### src/design/modexp_pkg.sv
`default_nettype none

package modexp_pkg;

  localparam int unsigned ValW = 31;
  localparam int unsigned ExpW = 63;
  localparam int unsigned PcW  = 3;

  // jump conditions
  localparam logic [1:0] J_NEXT   = 2'd0;
  localparam logic [1:0] J_ALWAYS = 2'd1;
  localparam logic [1:0] J_ZERO   = 2'd2;
  localparam logic [1:0] J_EVEN   = 2'd3;

  // program steps
  localparam logic [PcW-1:0] S_WAIT   = 3'd0;
  localparam logic [PcW-1:0] S_REDUCE = 3'd1;
  localparam logic [PcW-1:0] S_TESTZ  = 3'd2;
  localparam logic [PcW-1:0] S_TESTB  = 3'd3;
  localparam logic [PcW-1:0] S_MULACC = 3'd4;
  localparam logic [PcW-1:0] S_SQUARE = 3'd5;
  localparam logic [PcW-1:0] S_SHIFT  = 3'd6;
  localparam logic [PcW-1:0] S_FINISH = 3'd7;

  typedef struct packed {
    logic           wait_start;
    logic           mul;
    logic           a_acc;    // multiplier a: acc, else sq
    logic           b_sq;     // multiplier b: sq, else constant one
    logic           dst_acc;  // product goes to acc, else sq
    logic           shift;
    logic           fin;
    logic [1:0]     jcond;
    logic [PcW-1:0] target;
  } ctl_word_t;

  typedef struct packed {
    logic mul_done;
    logic pwr_zero;
    logic pwr_odd;
  } seq_status_t;

  typedef struct packed {
    ctl_word_t word;
    logic      go;
    logic      mul_start;
  } seq_ctl_t;

  function automatic ctl_word_t ucode_word(input logic [PcW-1:0] pc);
    ctl_word_t w;
    w = '0;
    unique case (pc)
      S_WAIT: begin
        w.wait_start = 1'b1;
      end
      S_REDUCE: begin
        // base * 1 mod m
        w.mul = 1'b1;
      end
      S_TESTZ: begin
        w.jcond  = J_ZERO;
        w.target = S_FINISH;
      end
      S_TESTB: begin
        w.jcond  = J_EVEN;
        w.target = S_SQUARE;
      end
      S_MULACC: begin
        w.mul     = 1'b1;
        w.a_acc   = 1'b1;
        w.b_sq    = 1'b1;
        w.dst_acc = 1'b1;
      end
      S_SQUARE: begin
        w.mul  = 1'b1;
        w.b_sq = 1'b1;
      end
      S_SHIFT: begin
        w.shift  = 1'b1;
        w.jcond  = J_ALWAYS;
        w.target = S_TESTZ;
      end
      S_FINISH: begin
        w.fin    = 1'b1;
        w.jcond  = J_ALWAYS;
        w.target = S_WAIT;
      end
      default: begin
        w = '0;
      end
    endcase
    return w;
  endfunction

endpackage

`default_nettype wire

### src/design/modular_exponentiation.sv
`default_nettype none

// Modular exponentiation, base ** exponent mod modulus, by right-to-left
// square-and-multiply. Pulse start while busy is low; the transaction is
// taken on that edge and busy stays high until the result is out. The
// result shows on power_result with done high for exactly one cycle and
// cannot be held off, so it must be captured then. With req_type high the
// exponent is ignored and modulus - 2 is used (inverse for a prime modulus).
// A modular multiply passes through a 31-step shift-add reduction unit
// plus issue and write-back; each exponent bit up to the top set bit
// costs one or two multiplies plus three sequencer steps. A modulus
// below 2 gives 0. modulus sits at byte address 0 of the configuration
// port, reset 1000000007, and is only to be written while busy is low.

module modular_exponentiation (
  input  wire                          clk,
  input  wire                          rst,
  input  wire                          psel,
  input  wire                          penable,
  input  wire                          pwrite,
  input  wire  [1:0]                   paddr,
  input  wire  [31:0]                  pwdata,
  output logic [31:0]                  prdata,
  output logic                         pready,
  input  wire                          start,
  output logic                         busy,
  input  wire                          req_type,
  input  wire  [modexp_pkg::ValW-1:0]  base_value,
  input  wire  [modexp_pkg::ExpW-1:0]  exponent_value,
  output logic                         done,
  output logic [modexp_pkg::ValW-1:0]  power_result
);
  import modexp_pkg::*;

  localparam logic [ValW-1:0] ModulusReset = 31'd1000000007;

  logic [ValW-1:0] modulus;
  logic [ValW-1:0] acc;
  logic [ValW-1:0] sq;
  logic [ExpW-1:0] pwr;
  logic [ValW-1:0] mul_a;
  logic [ValW-1:0] mul_b;
  logic [ValW-1:0] mul_res;
  logic            mul_done;
  logic            mod_small;
  seq_status_t     status;
  seq_ctl_t        ctl;

  // configuration register
  assign pready = 1'b1;
  assign prdata = {1'b0, modulus};

  always_ff @(posedge clk) begin
    if (rst) begin
      modulus <= ModulusReset;
    end else if (psel && penable && pwrite && pready && paddr == 2'd0) begin
      modulus <= pwdata[ValW-1:0];
    end
  end

  assign status.mul_done = mul_done;
  assign status.pwr_zero = (pwr == '0);
  assign status.pwr_odd  = pwr[0];

  modexp_ucode u_ucode (
    .clk    (clk),
    .rst    (rst),
    .start  (start),
    .status (status),
    .ctl    (ctl)
  );

  assign busy = !ctl.word.wait_start;

  assign mul_a = ctl.word.a_acc ? acc : sq;
  assign mul_b = ctl.word.b_sq ? sq : ValW'(1);

  modexp_mulmod u_mulmod (
    .clk    (clk),
    .rst    (rst),
    .start  (ctl.mul_start),
    .a      (mul_a),
    .b      (mul_b),
    .m      (modulus),
    .done   (mul_done),
    .result (mul_res)
  );

  assign mod_small = (modulus < ValW'(2));

  always_ff @(posedge clk) begin
    if (ctl.go) begin
      if (ctl.word.wait_start) begin
        sq  <= base_value;
        acc <= mod_small ? '0 : ValW'(1);
        if (mod_small) begin
          pwr <= '0;
        end else if (req_type) begin
          pwr <= ExpW'(modulus - ValW'(2));
        end else begin
          pwr <= exponent_value;
        end
      end
      if (ctl.word.mul) begin
        if (ctl.word.dst_acc) begin
          acc <= mul_res;
        end else begin
          sq <= mul_res;
        end
      end
      if (ctl.word.shift) begin
        pwr <= {1'b0, pwr[ExpW-1:1]};
      end
    end
  end

  always_ff @(posedge clk) begin
    if (rst) begin
      done <= 1'b0;
    end else begin
      done <= ctl.go && ctl.word.fin;
    end
  end

  always_ff @(posedge clk) begin
    if (ctl.go && ctl.word.fin) begin
      power_result <= acc;
    end
  end

endmodule

`default_nettype wire

### src/design/modexp_mulmod.sv
`default_nettype none

module modexp_mulmod (
  input  wire                            clk,
  input  wire                            rst,
  input  wire                            start,
  input  wire  [modexp_pkg::ValW-1:0]    a,
  input  wire  [modexp_pkg::ValW-1:0]    b,
  input  wire  [modexp_pkg::ValW-1:0]    m,
  output logic                           done,
  output logic [modexp_pkg::ValW-1:0]    result
);
  import modexp_pkg::*;

  localparam int unsigned CntW = $clog2(ValW);

  logic                 running;
  logic [CntW-1:0]      cnt;
  logic [ValW-1:0]      a_sh;
  logic [ValW-1:0]      b_reg;
  logic [ValW-1:0]      r;
  logic [ValW-1:0]      r_next;
  logic [ValW:0]        dbl;
  logic [ValW:0]        dbl_red;
  logic [ValW:0]        sum;

  // msb-first interleaved multiply, residue kept below m each step
  always_comb begin
    dbl     = {r, 1'b0};
    dbl_red = (dbl >= {1'b0, m}) ? dbl - {1'b0, m} : dbl;
    sum     = dbl_red + (a_sh[ValW-1] ? {1'b0, b_reg} : '0);
    r_next  = (sum >= {1'b0, m}) ? ValW'(sum - {1'b0, m}) : sum[ValW-1:0];
  end

  always_ff @(posedge clk) begin
    if (rst) begin
      running <= 1'b0;
      done    <= 1'b0;
      cnt     <= '0;
    end else begin
      done <= 1'b0;
      if (start) begin
        running <= 1'b1;
        cnt     <= '0;
      end else if (running) begin
        cnt <= cnt + 1'b1;
        if (cnt == CntW'(ValW - 1)) begin
          running <= 1'b0;
          done    <= 1'b1;
        end
      end
    end
  end

  always_ff @(posedge clk) begin
    if (start) begin
      a_sh  <= a;
      b_reg <= b;
      r     <= '0;
    end else if (running) begin
      a_sh <= {a_sh[ValW-2:0], 1'b0};
      r    <= r_next;
    end
  end

  assign result = r;

endmodule

`default_nettype wire

### src/design/modexp_ucode.sv
`default_nettype none

module modexp_ucode (
  input  wire                        clk,
  input  wire                        rst,
  input  wire                        start,
  input  wire modexp_pkg::seq_status_t status,
  output modexp_pkg::seq_ctl_t       ctl
);
  import modexp_pkg::*;

  logic [PcW-1:0] pc;
  logic [PcW-1:0] pc_next;
  logic           mul_issued;
  ctl_word_t      w;
  logic           go;
  logic           take;

  always_comb begin
    w = ucode_word(pc);
    if (w.wait_start) begin
      go = start;
    end else if (w.mul) begin
      go = status.mul_done;
    end else begin
      go = 1'b1;
    end
    unique case (w.jcond)
      J_NEXT:   take = 1'b0;
      J_ALWAYS: take = 1'b1;
      J_ZERO:   take = status.pwr_zero;
      J_EVEN:   take = !status.pwr_odd;
      default:  take = 1'b0;
    endcase
    if (!go) begin
      pc_next = pc;
    end else if (take) begin
      pc_next = w.target;
    end else begin
      pc_next = pc + 1'b1;
    end
  end

  always_ff @(posedge clk) begin
    if (rst) begin
      pc         <= S_WAIT;
      mul_issued <= 1'b0;
    end else begin
      pc <= pc_next;
      if (w.mul && !mul_issued) begin
        mul_issued <= 1'b1;
      end else if (go) begin
        mul_issued <= 1'b0;
      end
    end
  end

  assign ctl.word      = w;
  assign ctl.go        = go;
  assign ctl.mul_start = w.mul && !mul_issued;

endmodule

`default_nettype wire

### config.mk
export PLATFORM = sky130hd
export DESIGN_NAME = modular_exponentiation
export DESIGN_NICKNAME = d
export VERILOG_FILES = /design/src/design/modexp_pkg.sv /design/src/design/modular_exponentiation.sv /design/src/design/modexp_mulmod.sv /design/src/design/modexp_ucode.sv
export SDC_FILE = /design/constraint.sdc
export NUM_CORES = 1
export LEC_CHECK = 0
export ABC_CLOCK_PERIOD_IN_PS = 10900
export BUFFER_PORTS_ARGS = -buffer_cell sky130_fd_sc_hd__buf_4
export CORE_MARGIN = 1.5
export CORE_UTILIZATION = 50
export CTS_BUF_LIST = sky130_fd_sc_hd__clkbuf_2
export CTS_CLUSTER_SIZE = 20
export DETAILED_ROUTE_END_ITERATION = 8
export PLACE_DENSITY = 0.77
export REMOVE_ABC_BUFFERS = 1
export SETUP_SLACK_MARGIN = 0.5
export SYNTH_ARGS = -nofsm -noshare
export SYNTH_HDL_FRONTEND = slang
export SYNTH_SLANG_ARGS = --single-unit
export TNS_END_PERCENT = 5
### constraint.sdc
create_clock -name clk -period 10.9 [get_ports clk]
set_clock_uncertainty 0.05 [all_clocks]
set_input_delay 0.545 -clock clk [delete_from_list [all_inputs] [get_ports clk]]
set_output_delay 0.545 -clock clk [all_outputs]
set_load 0.02 [all_outputs]
# Word-level counts from Yosys, hierarchy flattened
# Cells that the tools add are included.
[totals]
regBits = 292
output_inout_bits = 66
word_cells = 90
input_bits = 135
[op_classes]
n_lt_le_gt_ge = 3
n_addsub = 6
mux = 34
reduce_logical = 20
eq_ne = 11
bitwise_logic = 1
[ops]
columns = ["operator", "n"]
rows = [
  ["31-bit 2-to-1 mux", 11],
  ["63-bit 2-to-1 mux", 3],
  ["32-bit by 31-bit greater-or-equal comparator with 1-bit output", 2],
  ["63-bit logical NOT", 1],
  ["62-bit 2-to-1 mux", 1],
  ["32-bit by 31-bit adder with 32-bit output", 1],
  ["32-bit 2-to-1 mux", 1],
  ["31-bit by 2-bit subtractor with 32-bit output, second input constant", 1],
  ["32-bit by 31-bit subtractor with 32-bit output", 1],
  ["31-bit by 2-bit < comparator with 1-bit output, second input constant", 1],
  ["31-bit subtractor", 1],
  ["5-bit one-hot mux with 4 select lines", 1],
  ["1-bit 2-to-1 mux", 15],
  ["3-bit equality test, second input constant", 4],
  ["3-bit by 2-bit equality test with 1-bit output, second input constant", 2],
  ["2-bit nonzero test", 3],
  ["3-bit OR reduction", 2],
  ["5-bit by 1-bit adder with 5-bit output, second input constant", 1],
  ["5-bit equality test, second input constant", 1],
  ["1-bit logical AND", 5],
  ["2-bit equality test, second input constant", 2],
  ["2-bit logical NOT", 2],
  ["1-bit one-hot mux with 4 select lines", 1],
  ["2-bit OR reduction", 2],
  ["other kinds (8)", 10],
]

# Logic depth before layout (Yosys ltp)
# Gate-level depths: netlist of the first run.
[depth]
depth_word = 7
depth_mapped = 36
depth_no_buf = 31

# Modules after synthesis
# Synthesis of the first run repeated with hierarchy kept, for this count alone.
[hier_totals]
cells_unflattened = 2018
area_unflattened_um2 = 19408.6
[by_module_without_submodules]
columns = ["module", "seq_area_each_um2", "instances", "area_each_um2", "cells_per_inst"]
rows = [
  ["modular_exponentiation", 5325.1, 1, 9586.7, 908],
  ["modexp_mulmod", 2622.5, 1, 9382.7, 1058],
  ["modexp_ucode", 80.1, 1, 439.2, 52],
]

# Worst setup path before layout of the first run
# OpenSTA, ideal clock, no wires.
[synth_path]
path_kind = "reg2reg"
startpoint = "register modulus[4]"
endpoint = "register u_mulmod.r[3], in the netlist u_mulmod.result[3]"
setup_ns = 0.122
t_arrival_ns = 7.877
t_required_ns = 10.728
stages_incl_launch_ff = 36
slack_ns = 2.851
path_buffers = 4
synth_period_minus_slack_ns = 8.049
cell_sequence = "dfxtp_1 > inv_1 > ha_1 > a2111oi_2 > o21ai_1 > a41o_1 > a21oi_1 > nand2_1 > a221oi_1 > buf_2 > clkbuf_1 > buf_1 > nor2_1 > ha_1 > inv_1 > fa_1 > nor2b_1 > o2111ai_1 > a31oi_1 > o21ai_0 > a21boi_0 > o21a_1 > nor2_1 > xnor2_1 > ha_1 > clkbuf_1 > and2_1 > a221o_1 > a221oi_1 > o21ai_0 > a2111oi_2 > o21bai_1 > o21a_1 > nor4_4 > nor2_2 > a221o_1"
[synth_via]
elab_chain_cells = 5
word_cells_on_any_way = 7
cone_classes = "3 x add/sub; 2 x order compare; 2 x mux"
[synth_lines]
columns = ["element", "line_no", "source"]
rows = [
  ["from (decl)", "modular_exponentiation.sv:37", "logic [ValW-1:0] modulus;"],
  ["from (signal assigned)", "modular_exponentiation.sv:55", "modulus <= ModulusReset;"],
  ["from (signal assigned)", "modular_exponentiation.sv:57", "modulus <= pwdata[ValW-1:0];"],
  ["32-bit by 31-bit subtractor with 32-bit output or 32-bit by 31-bit greater-or-equal comparator with 1-bit output (tied branches)", "modexp_mulmod.sv:30", "dbl_red = (dbl >= {1'b0, m}) ? dbl - {1'b0, m} : dbl;"],
  ["32-bit 2-to-1 mux", "modexp_mulmod.sv:30", ""],
  ["32-bit by 31-bit adder with 32-bit output", "modexp_mulmod.sv:31", "sum = dbl_red + (a_sh[ValW-1] ? {1'b0, b_reg} : '0);"],
  ["32-bit by 31-bit greater-or-equal comparator with 1-bit output or 31-bit subtractor (tied branches)", "modexp_mulmod.sv:32", "r_next = (sum >= {1'b0, m}) ? ValW'(sum - {1'b0, m}) : sum[ValW-1:0];"],
  ["31-bit 2-to-1 mux (*)", "modexp_mulmod.sv:32", ""],
  ["to (signal assigned)", "modexp_mulmod.sv:62", "r <= r_next;"],
  ["to (decl)", "modexp_mulmod.sv:21", "logic [ValW-1:0] r;"],
]
# Mark *: on every way between the ends. The rest lies on a longest branch, timed or not.
# A chain may end at the register's enable or synchronous reset.

# Worst setup path after layout of the first run
[layout_path]
startpoint = "register modulus[4]"
endpoint = "register u_mulmod.r[16], in the netlist u_mulmod.result[16]"
[layout_via]
elab_chain_cells = 5
word_cells_on_any_way = 7
cone_classes = "3 x add/sub; 2 x order compare; 2 x mux"
[layout_lines]
columns = ["element", "line_no"]
rows = [
  ["32-bit by 31-bit subtractor with 32-bit output or 32-bit by 31-bit greater-or-equal comparator with 1-bit output (tied branches)", "modexp_mulmod.sv:30"],
  ["32-bit 2-to-1 mux", "modexp_mulmod.sv:30"],
  ["32-bit by 31-bit adder with 32-bit output", "modexp_mulmod.sv:31"],
  ["31-bit subtractor or 32-bit by 31-bit greater-or-equal comparator with 1-bit output (tied branches)", "modexp_mulmod.sv:32"],
  ["31-bit 2-to-1 mux (*)", "modexp_mulmod.sv:32"],
]
# Marks and branches as above.

==> impl_metrics.py, run 1 <==
metrics = {
    "run_status": {
        "status": "complete, no violations",
    },
    "min_path": {
        "hold_class": "input port to flop",
    },
    "yosys": {
        "ys.flop_type": "edfxtp_1",
        "ys_top_cells_by_area": "edfxtp_1 (35%), dfxtp_1 (7.9%), ha_1 (6.8%)",
        "yosysUniqueCellTypes": 67,
        "synth-seq-cells": 292,
        "synth_edf_count": 218,
        "synth_area_um2": 18830,
        "synth_top_cell_area_share_pct": 34.76,
        "ys_async_sr_fraction_pct": 0,
        "syn_area_per_cell_um2": 9.064,
        "yosys_warnings": 0,
        "syn_inst": 2078,
        "synth_top_area_cell": "edfxtp_1",
        "yosysSeqAreaShare_pct": 42.62,
    },
    "setup_path": {
        "critPathMaxFanout": 19,
        "critPathLaunchType": "flop",
        "critical_path.top_delay_family": "compound AO/OA/AOI/OAI gates",
        "cp.arrival_ns": 10.08,
        "crit_required_ns": 11.73,
        "cp_common_cell": "ha_1",
        "crit_slowest_cell": "a211oi_1",
        "crit_path_end_kind": "flop",
        "cp_num_buf_inv": 3,
        "worstSetupPathType": "flop to flop",
        "max_stage_delay_ns": 0.70,
    },
    "layout": {
        "layout-drive-gt1-share_pct": 15.57,
        "multi_input_area_um2": 9991,
        "area_growth_syn_to_layout_pct": 21.98,
        "top_register": "pwr",
        "regArea_um2": 8028,
        "fillers": 3109,
        "nNetsFinal": 2652,
        "largest_reg_flops": 63,
        "utilization_pct": 62.31,
    },
    "timing": {
        "rsz0062_at_grt": "no",
        "report.final.slew_viol_count": 0,
        "worstMarginPinSlew_ns": 1.083,
        "hold_viol_final": 0,
        "clock.fmax_mhz": 108.1,
        "finalCritPeriodShare_pct": 84.90,
        "period_needed_ns": 9.254,
        "setup_viol": 0,
        "slew-limit-headroom_pct": 27.82,
        "hold_ws_ns": 0.07699,
    },
    "global_route": {
        "grt.overflow.total": 0,
        "grt_pass1_wl_um": 89490,
        "grt_start_max_net_pins": 93,
        "grtUsageTotal_pct": 29.12,
        "antenna_found_initial": 4,
        "grt_pass1_vias": 17240,
    },
    "routing": {
        "vias_per_cell": 5.892,
        "wl_met3_um": 3395,
        "vias": 17560,
        "postRouteWirelength_um": 56830,
        "wirelength_met1_um": 23450,
        "top_layer": "met4",
        "wire_per_inst_um": 19.07,
        "postRouteAntennaNets": 0,
        "wl_met2_um": 27580,
        "drt_first_pass_iters": 5,
        "drc": 0,
        "initialDrtViolationCount": 1386,
    },
    "floorplan": {
        "dieWidth_um": 197.1,
        "dieArea_um2": 38840,
        "start_util_pct": 51.08,
        "row_count": 70,
        "core_um2": 36870,
        "pin_count": 201,
        "die_h_um": 197.1,
    },
    "clocking": {
        "cts_buffer_depth": 3,
        "clock_latency_ns": 1.00,
        "post_cts_buffers": 0,
        "cts-root-buf": "clkbuf_2",
        "htreeDepth": 3,
        "cts_num_sinks": 292,
        "path_clk_slew_ns": 0.10,
        "cts_resized": 0,
        "tritoncts": "done",
        "hold_buffers": 145,
        "cts-buffers-inserted": 80,
    },
    "placement": {
        "io_buffers": 197,
        "dpl.hpwl_um": 39110,
        "globalplace.congestion": 0.9621,
    },
    "power": {
        "peakVddDrop_mv": 0.2019,
        "power_density_nw_per_um2": 353.8,
        "power.leakage_nw": 10.20,
    },
    "flow_run": {
        "maxCapViolations": 0,
    },
}
-- cell usage in the layout, fill, tap and decap left out, types with 11 or more instances in the layout --
| cell type | netlist | final |
|---|---|---|
| dlygate4sd3_1 | 0 | 145 |
| dfxtp_1 | 74 | 74 |
| xor2_1 | 29 | 29 |
| edfxtp_1 | 218 | 218 |
| nor3_1 | 39 | 39 |
| clkinv_1 | 0 | 12 |
| ha_1 | 102 | 102 |
| o211ai_1 | 11 | 11 |
| nor4_1 | 32 | 32 |
| a31oi_1 | 23 | 23 |
| o31ai_1 | 26 | 26 |
| inv_1 | 108 | 106 |
| a21o_1 | 38 | 37 |
| nand2_1 | 302 | 301 |
| clkbuf_2 | 0 | 124 |
| nand2b_1 | 12 | 12 |
| and2_1 | 39 | 38 |
| nor2_1 | 84 | 81 |
| and3_1 | 37 | 37 |
| a211oi_1 | 17 | 17 |
| a21oi_1 | 120 | 120 |
| o21ai_0 | 214 | 214 |
| nand3b_1 | 17 | 17 |
| nand3_1 | 65 | 65 |
| a22o_1 | 47 | 47 |
| o21a_1 | 22 | 22 |
| xnor2_1 | 67 | 67 |
| buf_4 | 3 | 227 |
| nand4_1 | 26 | 26 |
| mux2i_1 | 67 | 67 |
-- metal layers --
layer | vias up | track usage (%)
met4 | 0 | 14.50
met1 | 8350 | 35.91
li1 | 8325 | -
met2 | 702 | 49.29
met5 | - | 0
met3 | 181 | 5.088
-- cells by family after synthesis --
kind of cell | after synthesis | share of synthesized area [%]
simple gates | 690 | 17.43
mux | 69 | 3.680
flops | 292 | 42.62
fa+ha+maj | 105 | 7.095
xor+xnor | 96 | 4.464
compound gates | 595 | 19.98
buf+inv | 229 | 4.683
other cells | 2 | 0.03987
-- path summary, 6_finish.rpt --
| kind | cells after the start | to | startpoint | slack (ns) |
|---|---|---|---|---|
| max | 29 | u_mulmod.result[16] | modulus[4] | 1.65 |
| min | 4 | pwr[23] | exponent_value[23] | 0.08 |
| max reg2reg | 29 | u_mulmod.result[16] | modulus[4] | 1.65 |
| min reg2reg | 2 | pwr[15] | pwr[16] | 0.42 |
-- cell type report --
class | instances | share of cell area (%)
Antenna cell | 3 | 0.03268
Timing Repair Buffer | 372 | 13.73
Clock buffer | 124 | 2.701
Tap cell | 504 | 2.745
Sequential cell | 292 | 34.94
Clock inverter | 19 | 0.5773
Inverter | 109 | 1.781
Multi-Input combinational cell | 1557 | 43.49
-- synth_stat cells (6+ instances only) --
cell	count
nand4_1	26
a211o_1	6
nand3_1	65
nand2_1	302
nor4_1	32
o211ai_1	11
mux2i_1	67
a21o_1	38
xor2_1	29
nand3b_1	17
a221o_1	9
ha_1	102
a22o_1	47
a21oi_1	120
or3_1	7
clkbuf_1	100
and3_1	37
nor2b_1	11
buf_1	13
edfxtp_1	218
a31oi_1	23
dfxtp_1	74
and2_1	39
o41ai_1	7
o21a_1	22
o21ai_0	214
o31ai_1	26
inv_1	108
nor3_1	39
xnor2_1	67
or4_1	8
nand2b_1	12
o21bai_1	10
nor2_1	84
a21boi_0	7
a211oi_1	17
-- power breakdown --
group / internal [mW] / leakage (nW) / switching, mW
Combinational: 1.97 / 6.88 / 3.17
Clock: 0.347 / 0.585 / 0.492
Sequential: 1.84 / 2.74 / 0.305
-- per-stage QoR --
stage          cells  power [mW]  TNS [ns]  cell area (um2)  worst slack [ns]
2_1_floorplan   1958       5.796    -6.589            18360           -0.3725
3_3_place_gp    2689       7.054         0            20760             1.927
3_5_place_dp    2689       7.177         0            20760             1.797
4_1_cts         2977       8.081         0            22970             1.725
5_1_grt         2980       8.790         0            22970             1.057
6_report        2980       8.127         0            22970             1.646
-- worst register-to-register path: cells and delay by family, from the launching register on --
family | cells | cell delay, ns
AOI/OAI and AO/OA | 17 | 5.47
buffers and inverters | 3 | 0.62
DFF | 1 | 0.45
muxes | 1 | 0.43
adders and majority gates | 3 | 1.06
and+or+nand+nor | 4 | 0.80
xor gates and xnor gates | 1 | 0.26
No activity file was read; power rests on OpenSTA's default activity.
==> run 2, diff against run 1 <==
- ABC_CLOCK_PERIOD_IN_PS: 10900 -> 8150
- PLACE_DENSITY: 0.77 -> 0.79
- clock period: 10.9 -> 8.15 ns (I/O delays scaled with it)
==> impl_metrics.py, run 2 (synthesis results as in run 1) <==
metrics = {
    "setup_path": {
        "cp.arrival_ns": 8.16,
        "crit_required_ns": 8.95,
        "r2r_cells": 32,
        "r2r-start": "modulus[4]",
        "reg2reg_slack_ns": 0.79,
        "critical_path.top_delay_family": "compound AO/OA/AOI/OAI gates",
        "rr_endpoint": "u_mulmod.result[5]",
        "crit_slowest_cell": "a2111oi_4",
        "crit_path_end_kind": "flop",
        "cp_num_buf_inv": 6,
        "max_stage_delay_ns": 0.44,
        "critPathLaunchType": "flop",
        "worstSetupPathType": "flop to flop",
        "cp_common_cell": "buf_4",
        "critPathMaxFanout": 8,
    },
    "routing": {
        "vias": 18610,
        "postRouteAntennaNets": 0,
        "top_layer": "met4",
        "vias_per_cell": 5.821,
        "wirelength_met1_um": 24690,
        "wire_per_inst_um": 19.42,
        "drt_first_pass_iters": 8,
        "drc": 0,
        "postRouteWirelength_um": 62080,
        "initialDrtViolationCount": 1532,
        "wl_met2_um": 30420,
        "wl_met3_um": 3827,
    },
    "clocking": {
        "path_clk_slew_ns": 0.13,
        "cts-root-buf": "clkbuf_2",
        "htreeDepth": 3,
        "tritoncts": "done",
        "clock_latency_ns": 0.96,
        "cts-buffers-inserted": 77,
        "cts_buffer_depth": 3,
        "cts_num_sinks": 292,
    },
    "placement": {
        "place_area_um2": 22250,
        "globalplace.congestion": 0.9619,
        "dp_cells": 2881,
        "dpl.hpwl_um": 42140,
        "io_buffers": 197,
    },
    "layout": {
        "area_growth_syn_to_layout_pct": 32.37,
        "regArea_um2": 8029,
        "final_cell_mix": "buf_4 (422), nand2_1 (301), edfxtp_1 (218)",
        "multi_input_area_um2": 10280,
        "nNetsFinal": 2863,
        "fin_area_um2": 24930,
        "final_common_cell": "buf_4",
        "largest_reg_flops": 63,
        "final_cells": 3197,
        "layout-drive-gt1-share_pct": 23.13,
        "fillers": 2896,
        "top_register": "pwr",
    },
    "min_path": {
        "hold_class": "input port to flop",
        "hold_depth": 6,
        "hp-start": "start",
        "hold_end": "u_ucode.pc[2]",
    },
    "run_status": {
        "status": "complete, no violations",
    },
    "timing": {
        "report.final.slew_viol_count": 0,
        "worstMarginPinSlew_ns": 1.296,
        "hold_viol_final": 0,
        "finalCritPeriodShare_pct": 90.31,
        "slew-limit-headroom_pct": 13.61,
        "rsz0062_at_grt": "no",
        "clock.fmax_mhz": 135.9,
        "period_needed_ns": 7.360,
        "setup_viol": 0,
    },
    "floorplan": {
        "dieWidth_um": 197.1,
        "core_um2": 36870,
        "pin_count": 201,
        "start_util_pct": 51.08,
        "dieArea_um2": 38840,
        "die_h_um": 197.1,
        "row_count": 70,
    },
    "flow_run": {
        "maxCapViolations": 0,
    },
    "global_route": {
        "grt_pass1_wl_um": 97390,
        "grt_start_max_net_pins": 93,
        "grtUsageTotal_pct": 31.84,
        "grt.overflow.total": 0,
        "grt_pass1_vias": 18700,
        "antenna_found_initial": 7,
    },
    "power": {
        "peakVddDrop_mv": 0.3684,
        "total_power_mw": 12.51,
        "power_density_nw_per_um2": 501.8,
        "power.leakage_nw": 11.30,
    },
}
## run 2: changes by cell type in the layout (fill, tap and decap cells not counted), sizes merged, moves of 3 or more
cell         previous run  this run
dlygate4sd3           145       157
clkbuf                124       120
diode                   3         8
clkinv                 16        19
buf                   227       429
## run 2: worst reg2reg max path: cells and delay by family (launching register included)
| family | cells | cell delay (ns) |
|---|---|---|
| AOI/OAI and AO/OA | 17 | 4.19 |
| adders and majority gates | 3 | 0.90 |
| buffers and inverters | 6 | 0.86 |
| DFF | 1 | 0.37 |
| muxes | 1 | 0.35 |
| and+or+nand+nor | 4 | 0.29 |
| xor gates and xnor gates | 1 | 0.22 |
## run 2: what timing repair did
action / 4_1_cts / 5_1_grt
setup buffers: 6 / 4
hold buffers: 157 / 0
hold endpoints to repair: 137 / 0
setup endpoints to repair: 31 / 31
pin swaps: 10 / 15
gates resized for setup: 23 / 39
## run 2: per-layer routing
metal,global-route usage [%],vias to the layer above
li1,-,8759
met1,38.61,8814
met2,54.50,819
met3,4.951,218
met4,17.22,0
met5,0,-
## run 2: stage by stage
| step | utilization (%) | setup TNS [ns] | hold WS (ns) | worst slack (ns) |
|---|---|---|---|---|
| global placement | 60.35 | 0 | 0.4122 | 0.2830 |
| global route | 67.61 | 0 | 0.1057 | 0.4608 |
| detailed placement | 60.35 | 0 | 0.4131 | 0.1570 |
| floorplan | - | -91.84 | 0.3988 | -3.122 |
| CTS | 66.95 | 0 | 0.006319 | 0.5294 |
| finish | 67.61 | 0 | 0.1219 | 0.7901 |
## run 2: where the power goes
group | internal, mW | switching (mW)
combinational | 3.76 | 4.80
clock | 0.419 | 0.649
sequential | 2.46 | 0.411
## run 2: worst max path at each step
stage               startpoint                   to  slack, ns  cells past startpoint
global placement    modulus[4]   u_mulmod.result[5]       0.28                     36
global route        modulus[4]   u_mulmod.result[2]       0.46                     33
finish              modulus[4]   u_mulmod.result[5]       0.79                     32
CTS                 modulus[0]  u_mulmod.result[10]       0.53                     34
floorplan           modulus[4]   u_mulmod.result[3]      -3.12                     30
detailed placement  modulus[4]   u_mulmod.result[5]       0.16                     34
## run 2: cell type report
cell class                      instances  share of cell area, %
Sequential cell                       292                  32.20
Timing Repair Buffer                  586                  19.47
Antenna cell                            8                0.08030
Clock buffer                          120                  2.409
Tap cell                              504                  2.529
Inverter                              109                  1.641
Multi-Input combinational cell       1557                  41.23
Clock inverter                         21                 0.4366
